`config.mk`:
```
export PLATFORM = sky130hd
export DESIGN_NAME = deadline_priority_queue
export DESIGN_NICKNAME = d
export VERILOG_FILES = /design/src/hw/rtl/dpq_pkg.sv /design/src/hw/rtl/dpq_cell.sv /design/src/hw/rtl/deadline_priority_queue.sv
export SDC_FILE = /design/constraint.sdc
export NUM_CORES = 2
export LEC_CHECK = 0
export BUFFER_PORTS_ARGS = -buffer_cell sky130_fd_sc_hd__buf_2
export CAP_MARGIN = 20
export CORE_ASPECT_RATIO = 0.9
export CORE_MARGIN = 10
export CORE_UTILIZATION = 40
export DETAILED_ROUTE_END_ITERATION = 6
export PLACE_DENSITY = 0.55
export SLEW_MARGIN = 20
export SYNTH_ARGS = -nofsm -noshare
export SYNTH_HDL_FRONTEND = slang
export SYNTH_SLANG_ARGS = --single-unit
export TNS_END_PERCENT = 30
```
`constraint.sdc`:
```
create_clock -name clock -period 6.2 [get_ports clock]
set_input_delay 1.24 -clock clock [delete_from_list [all_inputs] [get_ports clock]]
set_output_delay 1.24 -clock clock [all_outputs]
set_load 0.02 [all_outputs]
```
`src/hw/rtl/dpq_pkg.sv`:
```
// ---------------------------------------------------------------------------
// dpq_pkg
// shared types and constants of the deadline priority queue
// ---------------------------------------------------------------------------
package dpq_pkg;

   localparam int DEPTH_DEFAULT = 16;
   localparam int DUE_W         = 16;
   localparam int TAG_W         = 16;
   localparam int MODE_W        = 2;
   localparam int STATUS_W      = 2;
   localparam int COUNT_OUT_W   = 5;

   localparam logic [MODE_W-1:0] MODE_ADD    = 2'd0;
   localparam logic [MODE_W-1:0] MODE_REMOVE = 2'd1;
   localparam logic [MODE_W-1:0] MODE_POP    = 2'd2;

   localparam logic [STATUS_W-1:0] STATUS_OK    = 2'd0;
   localparam logic [STATUS_W-1:0] STATUS_EMPTY = 2'd1;
   localparam logic [STATUS_W-1:0] STATUS_FULL  = 2'd2;

   typedef struct packed {
      logic             valid;
      logic [DUE_W-1:0] due;
      logic [TAG_W-1:0] tag;
   } slot_type;

   typedef enum logic [1:0] {
      CELL_HOLD,
      CELL_ADD,
      CELL_SHIFT,
      CELL_SWAP
   } cell_op_type;

   typedef struct packed {
      cell_op_type      op;
      logic             parity;
      logic [DUE_W-1:0] due;
      logic [TAG_W-1:0] tag;
   } cell_cmd_type;

endpackage

```
`src/hw/rtl/dpq_cell.sv`:
```
// ---------------------------------------------------------------------------
// dpq_cell
// one slot of the sorted chain: insert, shift toward the head, pairwise swap
// ---------------------------------------------------------------------------
module dpq_cell (
   input  logic                  clock,
   input  logic                  reset,
   input  dpq_pkg::cell_cmd_type cmd,
   input  logic                  cell_odd,
   input  dpq_pkg::slot_type     left_slot,
   input  logic                  left_gt,
   input  dpq_pkg::slot_type     right_slot,
   output dpq_pkg::slot_type     slot,
   output logic                  gt
);
   import dpq_pkg::*;

   logic             valid_ff, valid_in;
   logic [DUE_W-1:0] due_ff, due_in;
   logic [TAG_W-1:0] tag_ff, tag_in;

   always_comb begin
      gt       = valid_ff && (due_ff > cmd.due);
      valid_in = valid_ff;
      due_in   = due_ff;
      tag_in   = tag_ff;
      unique case (cmd.op)
         CELL_HOLD: begin
         end
         CELL_ADD: begin
            if (left_gt) begin
               valid_in = 1'b1;
               due_in   = left_slot.due;
               tag_in   = left_slot.tag;
            end else if (gt || (!valid_ff && left_slot.valid)) begin
               valid_in = 1'b1;
               due_in   = cmd.due;
               tag_in   = cmd.tag;
            end
         end
         CELL_SHIFT: begin
            valid_in = right_slot.valid;
            due_in   = right_slot.due;
            tag_in   = right_slot.tag;
         end
         CELL_SWAP: begin
            if (cmd.parity == cell_odd) begin
               if (!valid_ff && right_slot.valid) begin
                  valid_in = right_slot.valid;
                  due_in   = right_slot.due;
                  tag_in   = right_slot.tag;
               end
            end else if (!left_slot.valid && valid_ff) begin
               valid_in = left_slot.valid;
               due_in   = left_slot.due;
               tag_in   = left_slot.tag;
            end
         end
      endcase
   end

   always_ff @(posedge clock) begin
      if (reset) begin
         valid_ff <= 1'b0;
      end else begin
         valid_ff <= valid_in;
      end
      due_ff <= due_in;
      tag_ff <= tag_in;
   end

   assign slot.valid = valid_ff;
   assign slot.due   = due_ff;
   assign slot.tag   = tag_ff;

endmodule

```
`src/hw/rtl/deadline_priority_queue.sv`:
```
// ---------------------------------------------------------------------------
// deadline_priority_queue
// earliest-deadline-first queue built as a chain of DEPTH sorted cells
// ---------------------------------------------------------------------------
// Add, pop and the unused mode need no busy phase: the word is accepted while
// busy is low and its result strobes on rsp_valid in the next cycle, and a
// new start can be accepted in that same cycle. Remove keeps busy high for
// one full rotation of the cell chain through the head, which counts and marks
// matching tags, then DEPTH odd-even compaction passes that close the gaps;
// its result strobes in the same cycle that busy falls. Results are shown
// for exactly one cycle and cannot be held off by the receiver.
// Equal deadlines leave in arrival order; an add to a full queue is dropped
// with status full.
module deadline_priority_queue #(
   parameter int DEPTH = dpq_pkg::DEPTH_DEFAULT
) (
   input  logic                              clock,
   input  logic                              reset,
   input  logic                              start,
   output logic                              busy,
   input  logic [dpq_pkg::MODE_W-1:0]        req_mode,
   input  logic [dpq_pkg::TAG_W-1:0]         req_task_tag,
   input  logic [dpq_pkg::DUE_W-1:0]         req_due_value,
   output logic                              rsp_valid,
   output logic [dpq_pkg::STATUS_W-1:0]      rsp_status,
   output logic [dpq_pkg::TAG_W-1:0]         rsp_out_tag,
   output logic [dpq_pkg::DUE_W-1:0]         rsp_out_due,
   output logic [dpq_pkg::COUNT_OUT_W-1:0]   rsp_removed_count,
   output logic [dpq_pkg::COUNT_OUT_W-1:0]   rsp_occupancy
);
   import dpq_pkg::*;

   localparam int CNT_W  = $clog2(DEPTH + 1);
   localparam int STEP_W = $clog2(DEPTH);
   localparam logic [STEP_W-1:0] STEP_LAST = STEP_W'(DEPTH - 1);
   localparam logic [CNT_W-1:0]  CNT_FULL  = CNT_W'(DEPTH);

   typedef enum logic [1:0] {
      ST_IDLE,
      ST_ROTATE,
      ST_COMPACT
   } state_type;

   state_type                state_ff, state_in;
   logic [STEP_W-1:0]        step_ff, step_in;
   logic [CNT_W-1:0]         count_ff, count_in;
   logic [CNT_W-1:0]         removed_ff, removed_in;
   logic [TAG_W-1:0]         match_tag_ff, match_tag_in;
   logic                     rsp_valid_ff, rsp_valid_in;
   logic [STATUS_W-1:0]      rsp_status_ff, rsp_status_in;
   logic [TAG_W-1:0]         rsp_out_tag_ff, rsp_out_tag_in;
   logic [DUE_W-1:0]         rsp_out_due_ff, rsp_out_due_in;
   logic [COUNT_OUT_W-1:0]   rsp_removed_ff, rsp_removed_in;
   logic [COUNT_OUT_W-1:0]   rsp_occupancy_ff, rsp_occupancy_in;

   cell_cmd_type             cmd;
   slot_type                 cell_slot [DEPTH];
   logic                     cell_gt [DEPTH];
   slot_type                 head_slot;
   slot_type                 tail_slot;
   logic [DEPTH-1:0]         valid_vec;
   logic                     head_match;

   assign head_slot.valid = 1'b1;
   assign head_slot.due   = '0;
   assign head_slot.tag   = '0;

   assign head_match = cell_slot[0].valid && (cell_slot[0].tag == match_tag_ff);

   always_comb begin
      tail_slot.valid = (state_ff == ST_ROTATE) && cell_slot[0].valid
                        && (cell_slot[0].tag != match_tag_ff);
      tail_slot.due   = cell_slot[0].due;
      tail_slot.tag   = cell_slot[0].tag;
   end

   for (genvar i = 0; i < DEPTH; i++) begin : g_cell
      slot_type left_slot;
      logic     left_gt;
      slot_type right_slot;

      if (i == 0) begin : g_head
         assign left_slot = head_slot;
         assign left_gt   = 1'b0;
      end else begin : g_mid_left
         assign left_slot = cell_slot[i-1];
         assign left_gt   = cell_gt[i-1];
      end

      if (i == DEPTH - 1) begin : g_tail
         assign right_slot = tail_slot;
      end else begin : g_mid_right
         assign right_slot = cell_slot[i+1];
      end

      dpq_cell u_cell (
         .clock      (clock),
         .reset      (reset),
         .cmd        (cmd),
         .cell_odd   (1'(i % 2)),
         .left_slot  (left_slot),
         .left_gt    (left_gt),
         .right_slot (right_slot),
         .slot       (cell_slot[i]),
         .gt         (cell_gt[i])
      );

      assign valid_vec[i] = cell_slot[i].valid;
   end

   always_comb begin
      state_in         = state_ff;
      step_in          = step_ff;
      count_in         = count_ff;
      removed_in       = removed_ff;
      match_tag_in     = match_tag_ff;
      rsp_valid_in     = 1'b0;
      rsp_status_in    = STATUS_OK;
      rsp_out_tag_in   = '0;
      rsp_out_due_in   = '0;
      rsp_removed_in   = '0;
      cmd.op           = CELL_HOLD;
      cmd.parity       = step_ff[0];
      cmd.due          = req_due_value;
      cmd.tag          = req_task_tag;
      unique case (state_ff)
         ST_IDLE: begin
            if (start) begin
               unique case (req_mode)
                  MODE_ADD: begin
                     rsp_valid_in = 1'b1;
                     if (count_ff == CNT_FULL) begin
                        rsp_status_in = STATUS_FULL;
                     end else begin
                        cmd.op   = CELL_ADD;
                        count_in = count_ff + 1'b1;
                     end
                  end
                  MODE_POP: begin
                     rsp_valid_in = 1'b1;
                     if (count_ff == '0) begin
                        rsp_status_in = STATUS_EMPTY;
                     end else begin
                        cmd.op         = CELL_SHIFT;
                        rsp_out_tag_in = cell_slot[0].tag;
                        rsp_out_due_in = cell_slot[0].due;
                        count_in       = count_ff - 1'b1;
                     end
                  end
                  MODE_REMOVE: begin
                     match_tag_in = req_task_tag;
                     removed_in   = '0;
                     step_in      = '0;
                     state_in     = ST_ROTATE;
                  end
                  default: begin
                     rsp_valid_in = 1'b1;
                  end
               endcase
            end
         end
         ST_ROTATE: begin
            cmd.op     = CELL_SHIFT;
            removed_in = removed_ff + CNT_W'(head_match);
            step_in    = step_ff + 1'b1;
            if (step_ff == STEP_LAST) begin
               step_in  = '0;
               state_in = ST_COMPACT;
            end
         end
         ST_COMPACT: begin
            cmd.op  = CELL_SWAP;
            step_in = step_ff + 1'b1;
            if (step_ff == STEP_LAST) begin
               step_in        = '0;
               state_in       = ST_IDLE;
               rsp_valid_in   = 1'b1;
               rsp_removed_in = COUNT_OUT_W'(removed_ff);
               count_in       = count_ff - removed_ff;
            end
         end
         default: begin
            state_in = ST_IDLE;
         end
      endcase
      rsp_occupancy_in = COUNT_OUT_W'(count_in);
   end

   always_ff @(posedge clock) begin
      if (reset) begin
         state_ff     <= ST_IDLE;
         step_ff      <= '0;
         count_ff     <= '0;
         removed_ff   <= '0;
         rsp_valid_ff <= 1'b0;
      end else begin
         state_ff     <= state_in;
         step_ff      <= step_in;
         count_ff     <= count_in;
         removed_ff   <= removed_in;
         rsp_valid_ff <= rsp_valid_in;
      end
      match_tag_ff     <= match_tag_in;
      rsp_status_ff    <= rsp_status_in;
      rsp_out_tag_ff   <= rsp_out_tag_in;
      rsp_out_due_ff   <= rsp_out_due_in;
      rsp_removed_ff   <= rsp_removed_in;
      rsp_occupancy_ff <= rsp_occupancy_in;
   end

   assign busy              = (state_ff != ST_IDLE);
   assign rsp_valid         = rsp_valid_ff;
   assign rsp_status        = rsp_status_ff;
   assign rsp_out_tag       = rsp_out_tag_ff;
   assign rsp_out_due       = rsp_out_due_ff;
   assign rsp_removed_count = rsp_removed_ff;
   assign rsp_occupancy     = rsp_occupancy_ff;

   // valid cells always form a prefix from the head when idle
   a_valid_prefix: assert property (@(posedge clock) disable iff (reset)
      (state_ff == ST_IDLE) |-> $onehot({1'b0, valid_vec} + (DEPTH + 1)'(1)))
      else $error("valid cells do not form a prefix");

   a_count_match: assert property (@(posedge clock) disable iff (reset)
      (state_ff == ST_IDLE) |-> (count_ff == CNT_W'($countones(valid_vec))))
      else $error("occupancy counter disagrees with cell chain");

   a_no_word_while_busy: assert property (@(posedge clock) disable iff (reset)
      busy |-> !rsp_valid_ff)
      else $error("result word while a remove is in progress");

   a_single_cycle_ops: assert property (@(posedge clock) disable iff (reset)
      (start && !busy && (req_mode != MODE_REMOVE)) |=> rsp_valid_ff)
      else $error("single-cycle operation gave no result word");

   a_remove_enters_rotate: assert property (@(posedge clock) disable iff (reset)
      (start && !busy && (req_mode == MODE_REMOVE)) |=> (state_ff == ST_ROTATE))
      else $error("remove did not start the rotation pass");

endmodule
```
* Word level (Yosys, flattened, before mapping)
Index checks and enable logic that the tools add are counted.
** Word-level totals
- Register bits after elaboration :: 605
- Input port bits :: 37
- Output and inout bits :: 46
- Word-level logic and storage cells :: 557
** Operators by class
- $add $sub $neg :: 5
- Magnitude comparators :: 16
- Eq/ne operators :: 49
- Mux-type cells :: 312
- Bitwise operators :: 3
- Reduce and logical (&&, ||, !) cells :: 113
** Operator list (count)
- 2-to-1 mux 16 bit :: 156
- one-hot mux 16 bit (3 select lines) :: 32
- > comparator 16 bit :: 16
- 2-to-1 mux 1 bit :: 83
- AND reduction 4 bit :: 17
- inequality test 3 x 2 -> 1 bit (second input constant) :: 17
- logical AND 1 bit :: 50
- one-hot mux 1 bit (3 select lines) :: 16
- inequality test 3 x 1 -> 1 bit (second input constant) :: 14
- 2-to-1 mux 5 bit :: 6
- one-hot mux 5 bit (2 select lines) :: 3
- == test 16 bit :: 1
- logical NOT 1 bit :: 16
- logical OR 1 bit :: 16
- inequality test 16 bit :: 1
- 2-to-1 mux 2 bit :: 7
- 2-to-1 mux 4 bit :: 3
- one-hot mux 2 bit (3 select lines) :: 2
- AND reduction 3 bit :: 3
- == test 2 bit (second input constant) :: 4
- inequality test 2 x 1 -> 1 bit (second input constant) :: 4
- one-hot mux 2 bit (2 select lines) :: 2
- one-hot mux 4 bit (2 select lines) :: 1
- == test 2 x 1 -> 1 bit (second input constant) :: 3
- 17 further kinds :: 25

* Logic depth before layout (Yosys ltp)
- Word-level depth :: 8
- Depth in mapped cells :: 12
- Gate-level depth less buffers :: 11

* By module
A second synthesis with hierarchy kept.
** Unflattened totals
- Cells, all modules :: 4496
- Area, all modules :: 47518.1 um2
** Modules (own cells, without submodules)
- dpq_cell at g_cell[0].u_cell ... :: instances 9, cells each 261, area each 2763.9 um2
- dpq_cell at g_cell[4].u_cell ... :: instances 6, cells each 263, area each 2777.7 um2
- deadline_priority_queue :: instances 1, cells each 310, area each 3221.8 um2
- dpq_cell at g_cell[3].u_cell :: instances 1, cells each 259, area each 2755.1 um2

* Worst setup path before layout
No wires, ideal clock.
- Path type :: input port to flip-flop
- Start :: input req_due_value[14] (netlist bit)
- End :: register g_cell[4].u_cell.due_ff[0], enable pin
- Data arrival time :: 5.445 ns
- Setup slack :: 0.275 ns
- Cell stages on the path :: 8
- Path buffers :: 0
- Path through :: inv_1 ha_1 nand4_1 or4_1 a21o_1 a41oi_2 nor2_1 a311oi_1
** On the way
- Word-level cells in the longest chain between the ends :: 5
** Ends and longest elaborated chain
- from (decl) :: RTL line deadline_priority_queue.sv:23 : input logic [dpq_pkg::DUE_W-1:0] req_due_value,
- > comparator 16 bit :: RTL line dpq_cell.sv:23 : gt = valid_ff && (due_ff > cmd.due);
- logical AND 1 bit :: RTL line dpq_cell.sv:23
- logical OR 1 bit :: RTL line dpq_cell.sv:35 : end else if (gt || (!valid_ff && left_slot.valid)) begin
- inequality test 3 x 1 -> 1 bit (no line) (*)
- AND reduction 4 bit (no line) (*)
- to (signal assigned) :: RTL line dpq_cell.sv:68 : due_ff <= due_in;
- to (decl) :: RTL line dpq_cell.sv:19 : logic [DUE_W-1:0] due_ff, due_in;
Mark *: on every way between the ends. The rest lies on a longest branch, timed or not.
A chain may end at the register's enable or synchronous reset.

* Worst setup path after layout
- Start :: input req_due_value[10] (netlist bit)
- End :: register g_cell[13].u_cell.tag_ff[3], data pin
** On the way
- Word-level cells in the longest chain between the ends :: 4
** Ends and longest elaborated chain
- > comparator 16 bit :: RTL line dpq_cell.sv:23
- logical AND 1 bit :: RTL line dpq_cell.sv:23
- 2-to-1 mux 16 bit :: RTL line dpq_cell.sv:31 : if (left_gt) begin
- one-hot mux 16 bit (3 select lines) :: RTL line dpq_cell.sv:27 : unique case (cmd.op)
- net g_cell[13].u_cell.tag_in[3] :: RTL line dpq_cell.sv:20 : logic [TAG_W-1:0] tag_ff, tag_in;
- to (signal assigned) :: RTL line dpq_cell.sv:69 : tag_ff <= tag_in;
- to (decl) :: RTL line dpq_cell.sv:20
The timed path passes the listed nets, and every way through them passes these cells.

==> results.yml <==
sta:
  hold_viol_final: 0
  finalCritPeriodShare: 0.746
  skew_ps: 26.5
  setup_violations: 0
  finalMaxSlewViolations: 0
  worst_pin_slew_ps: 1010
  worst_slew_margin_rel: 0.327
  rsz0062_at_grt: "no"
  max_freq_mhz: 216
  fin_setup_tns_ps: 0
  period_minus_slack_ps: 4620
  layout_setup_ws_ps: 1580
finish:
  nNetsFinal: 3350
  area.growth.synth_to_final_pct: 11.5
  drive_above_1_share: 0.107
routing:
  viasPerCell: 6.22
  ant_nets: 0
  route.detailed.wl_per_inst_um: 26.5
  drtPass1Iterations: 6
  postRouteWirelength_um: 112000
  vias: 26400
  route.detailed.drc: 0
  drt-initial-drc-count: 2544
power:
  p_per_area_mw_per_mm2: 387
  p_leak_nw: 14.3
  irDropWorstVdd_uv: 198
synthesis:
  synthXorXnorAreaFrac: 0.00614
  synth_compound_area_frac: 0.224
  yosysTopAreaCell: "edfxtp_1"
  async_flop_share: 0
  synth_mux_area_frac: 0.00150
  netlist.area_leader.share: 0.463
  synth_top_family_by_area: "compound AO/OA/AOI/OAI gates"
  yosys_warnings: 0
  synth_fa_ha_area_frac: 0.0989
  synthesis.instances: 3034
  yosysSeqAreaShare: 0.508
  yosys-top-cells-area: "edfxtp_1, o221a_1, ha_1"
  syn_avg_cell_area_um2: 11.3
  ys_types: 81
  synth_fp_nets: 3341
  synth-simple-area-share: 0.122
  syn_area_mm2: 0.0342
  synth-edff-count: 528
  synth-seq-cells: 605
  ys.flop_type: "edfxtp_1"
flow_run:
  drv_cap: 0
min_path:
  worstHoldPathType: "reg2reg"
  hp-start: "step_ff[1]$_SDFFE_PP0P_"
worst_setup_path:
  startpoint: "req_due_value[10]"
  worstSetupEndpointType: "register"
  startpoint_type: "primary input"
  crit_type: "in2reg"
  required_ps: 6690
  crit_fanout: 32
  timing.rr.start: "state_ff[1]$_SDFFE_PP0P_"
  critical_path_arrival_ps: 5110
floorplan:
  pin_count: 83
  die_area_mm2: 0.0977
  fp-row-count: 101
  die_w_um: 328
  initial_core_util: 0.404
  die_h_um: 298
  core_area_mm2: 0.0847
global_routing:
  grt.total_usage: 0.222
  grt_max_degree: 185
  antenna_found_initial: 11
  grt_pass1_vias: 25900
  grt.overflow.total: 0
  grt_first_pass_wirelength_um: 168000
clock_tree:
  cts.htree.levels: 3
  cts_setup_buffers: 0
  cts_hold_buf: 0
  clkLatencyLatePin_ps: 640
  cts_tree: "built"
  clk_pin_slew_ps: 60
  cts_root_buf: "clkbuf_16"
  cts.repair.resized: 0
  cts_buffers: 73
  clockBufferDepth: 3
  cts.sinks: 605
placement:
  hpwl_um: 82000
  place_congestion: 0.932
  portBuffers: 82
  dp_slack_ps: 831
run_status:
  status: "finished, final reports clean"
-- state kept, by name (all words and copies together), names as in the netlist --
signal and count:
match_tag_ff 16, g_cell.u_cell.due_ff 256, rsp_out_tag 16, state_ff 2
removed_ff 5, rsp_out_due 16, g_cell.u_cell.tag_ff 256, g_cell.u_cell.valid_ff 16
step_ff 4, rsp_valid 1, rsp_removed_count 5, rsp_status 2
rsp_occupancy 5, count_ff 5
-- cells by family (layout without fill, tap and decap cells) --
| family | after synthesis | in the layout |
|---|---|---|
| AND/OR/NAND/NOR | 930 | 930 |
| AO/OA/AOI/OAI | 889 | 889 |
| flip-flops | 605 | 605 |
| other | 0 | 2 |
| multiplexers | 5 | 5 |
| buffers and inverters | 311 | 377 |
| adder cells (fa/ha/maj) | 270 | 270 |
| XOR/XNOR | 24 | 24 |
-- worst max-delay path: stages --
cell     delay, ps
buf_2          120
inv_1          470
buf_4          280
ha_1           160
nand4_1        110
or3_1          470
o21ai_0        260
a21o_1         620
buf_4          450
o21a_1         170
buf_4          420
o221a_1        300
-- Yosys cell counts, types with 8 or more instances --
library cell / instances
o22ai_1: 63
o21a_1: 15
edfxtp_1: 528
and3_1: 8
nor4_1: 9
a211oi_1: 15
nand2_1: 550
o221a_1: 411
clkbuf_1: 58
nand2b_1: 13
nor2_2: 25
dfxtp_1: 77
a21o_1: 44
or3_1: 8
o21ai_1: 18
buf_2: 128
o211ai_1: 21
and2_1: 38
nor2b_1: 26
nor2_1: 121
xor2_1: 18
inv_1: 91
a31oi_1: 16
buf_1: 23
nand3_1: 27
nor3_1: 13
o21ai_0: 57
nand4_1: 61
a21oi_1: 163
ha_1: 269
-- power by group --
| group | switching [mW] | internal [mW] | leakage (nW) | total (mW) |
|---|---|---|---|---|
| logic | 2.52 | 1.56 | 7.70 | 4.08 |
| clock network | 1.85 | 2.34 | 1.12 | 4.19 |
| registers | 0.831 | 5.70 | 5.52 | 6.53 |
| total | 5.19 | 9.61 | 14.3 | 14.8 |
-- per-stage QoR --
step | util | hold slack (ps) | area [um2] | cells | power [mW]
after global routing | 0.451 | 516 | 38200 | 4233 | 15.5
after floorplan | - | 450 | 34200 | 3034 | 9.08
after detailed placement | 0.423 | 476 | 35800 | 4099 | 10.6
after global placement | 0.423 | 462 | 35800 | 4097 | 10.4
final | 0.451 | 489 | 38200 | 4235 | 14.8
after CTS | 0.450 | 485 | 38100 | 4231 | 14.8
-- per-layer routing --
metal	track usage	vias up	part of all wire
met5	0	-	0.00020
met1	0.322	13000	0.45
met4	0.0704	4	0.030
li1	-	11900	-
met3	0.0531	178	0.097
met2	0.323	1212	0.42
-- worst paths after layout --
check	end	slack, ps	cells after the start
min	step_ff[1]$_SDFFE_PP0P_	490	2
max reg2reg	g_cell[12].u_cell.due_ff[8]$_DFFE_PP_	1990	11
max	g_cell[13].u_cell.tag_ff[3]$_DFFE_PP_	1580	12
min reg2reg	step_ff[1]$_SDFFE_PP0P_	490	2
-- layout make-up --
type                    count  area [um2]
flip-flops and latches    605       17400
clock inverters            35         289
clock buffers              97        2000
well taps                1133        1420
repair buffers            154        1060
multi-input cells        2118       15700
inverters                  91         342
diodes                      2        5.00
fillers                  7814       46500
-- cells in the final DEF (no fill, tap or decap), types with 13 or more instances in the layout --
cell type and instances:
nand2b_1 13, buf_2 82, nand2_1 550, and2_1 35
buf_4 65, a211oi_1 15, nor2_2 25, ha_1 269
o21ai_1 16, xor2_1 18, clkbuf_16 75, a21o_1 42
o22ai_1 63, nor2b_1 26, a21oi_1 163, dfxtp_1 77
o21ai_0 57, inv_1 91, nand4_1 61, nor3_1 13
o211ai_1 21, edfxtp_1 528, clkbuf_1 18, nand3_1 27
nor2_1 120, o221a_1 411
Note: power is estimated with default switching activity, not from simulation.
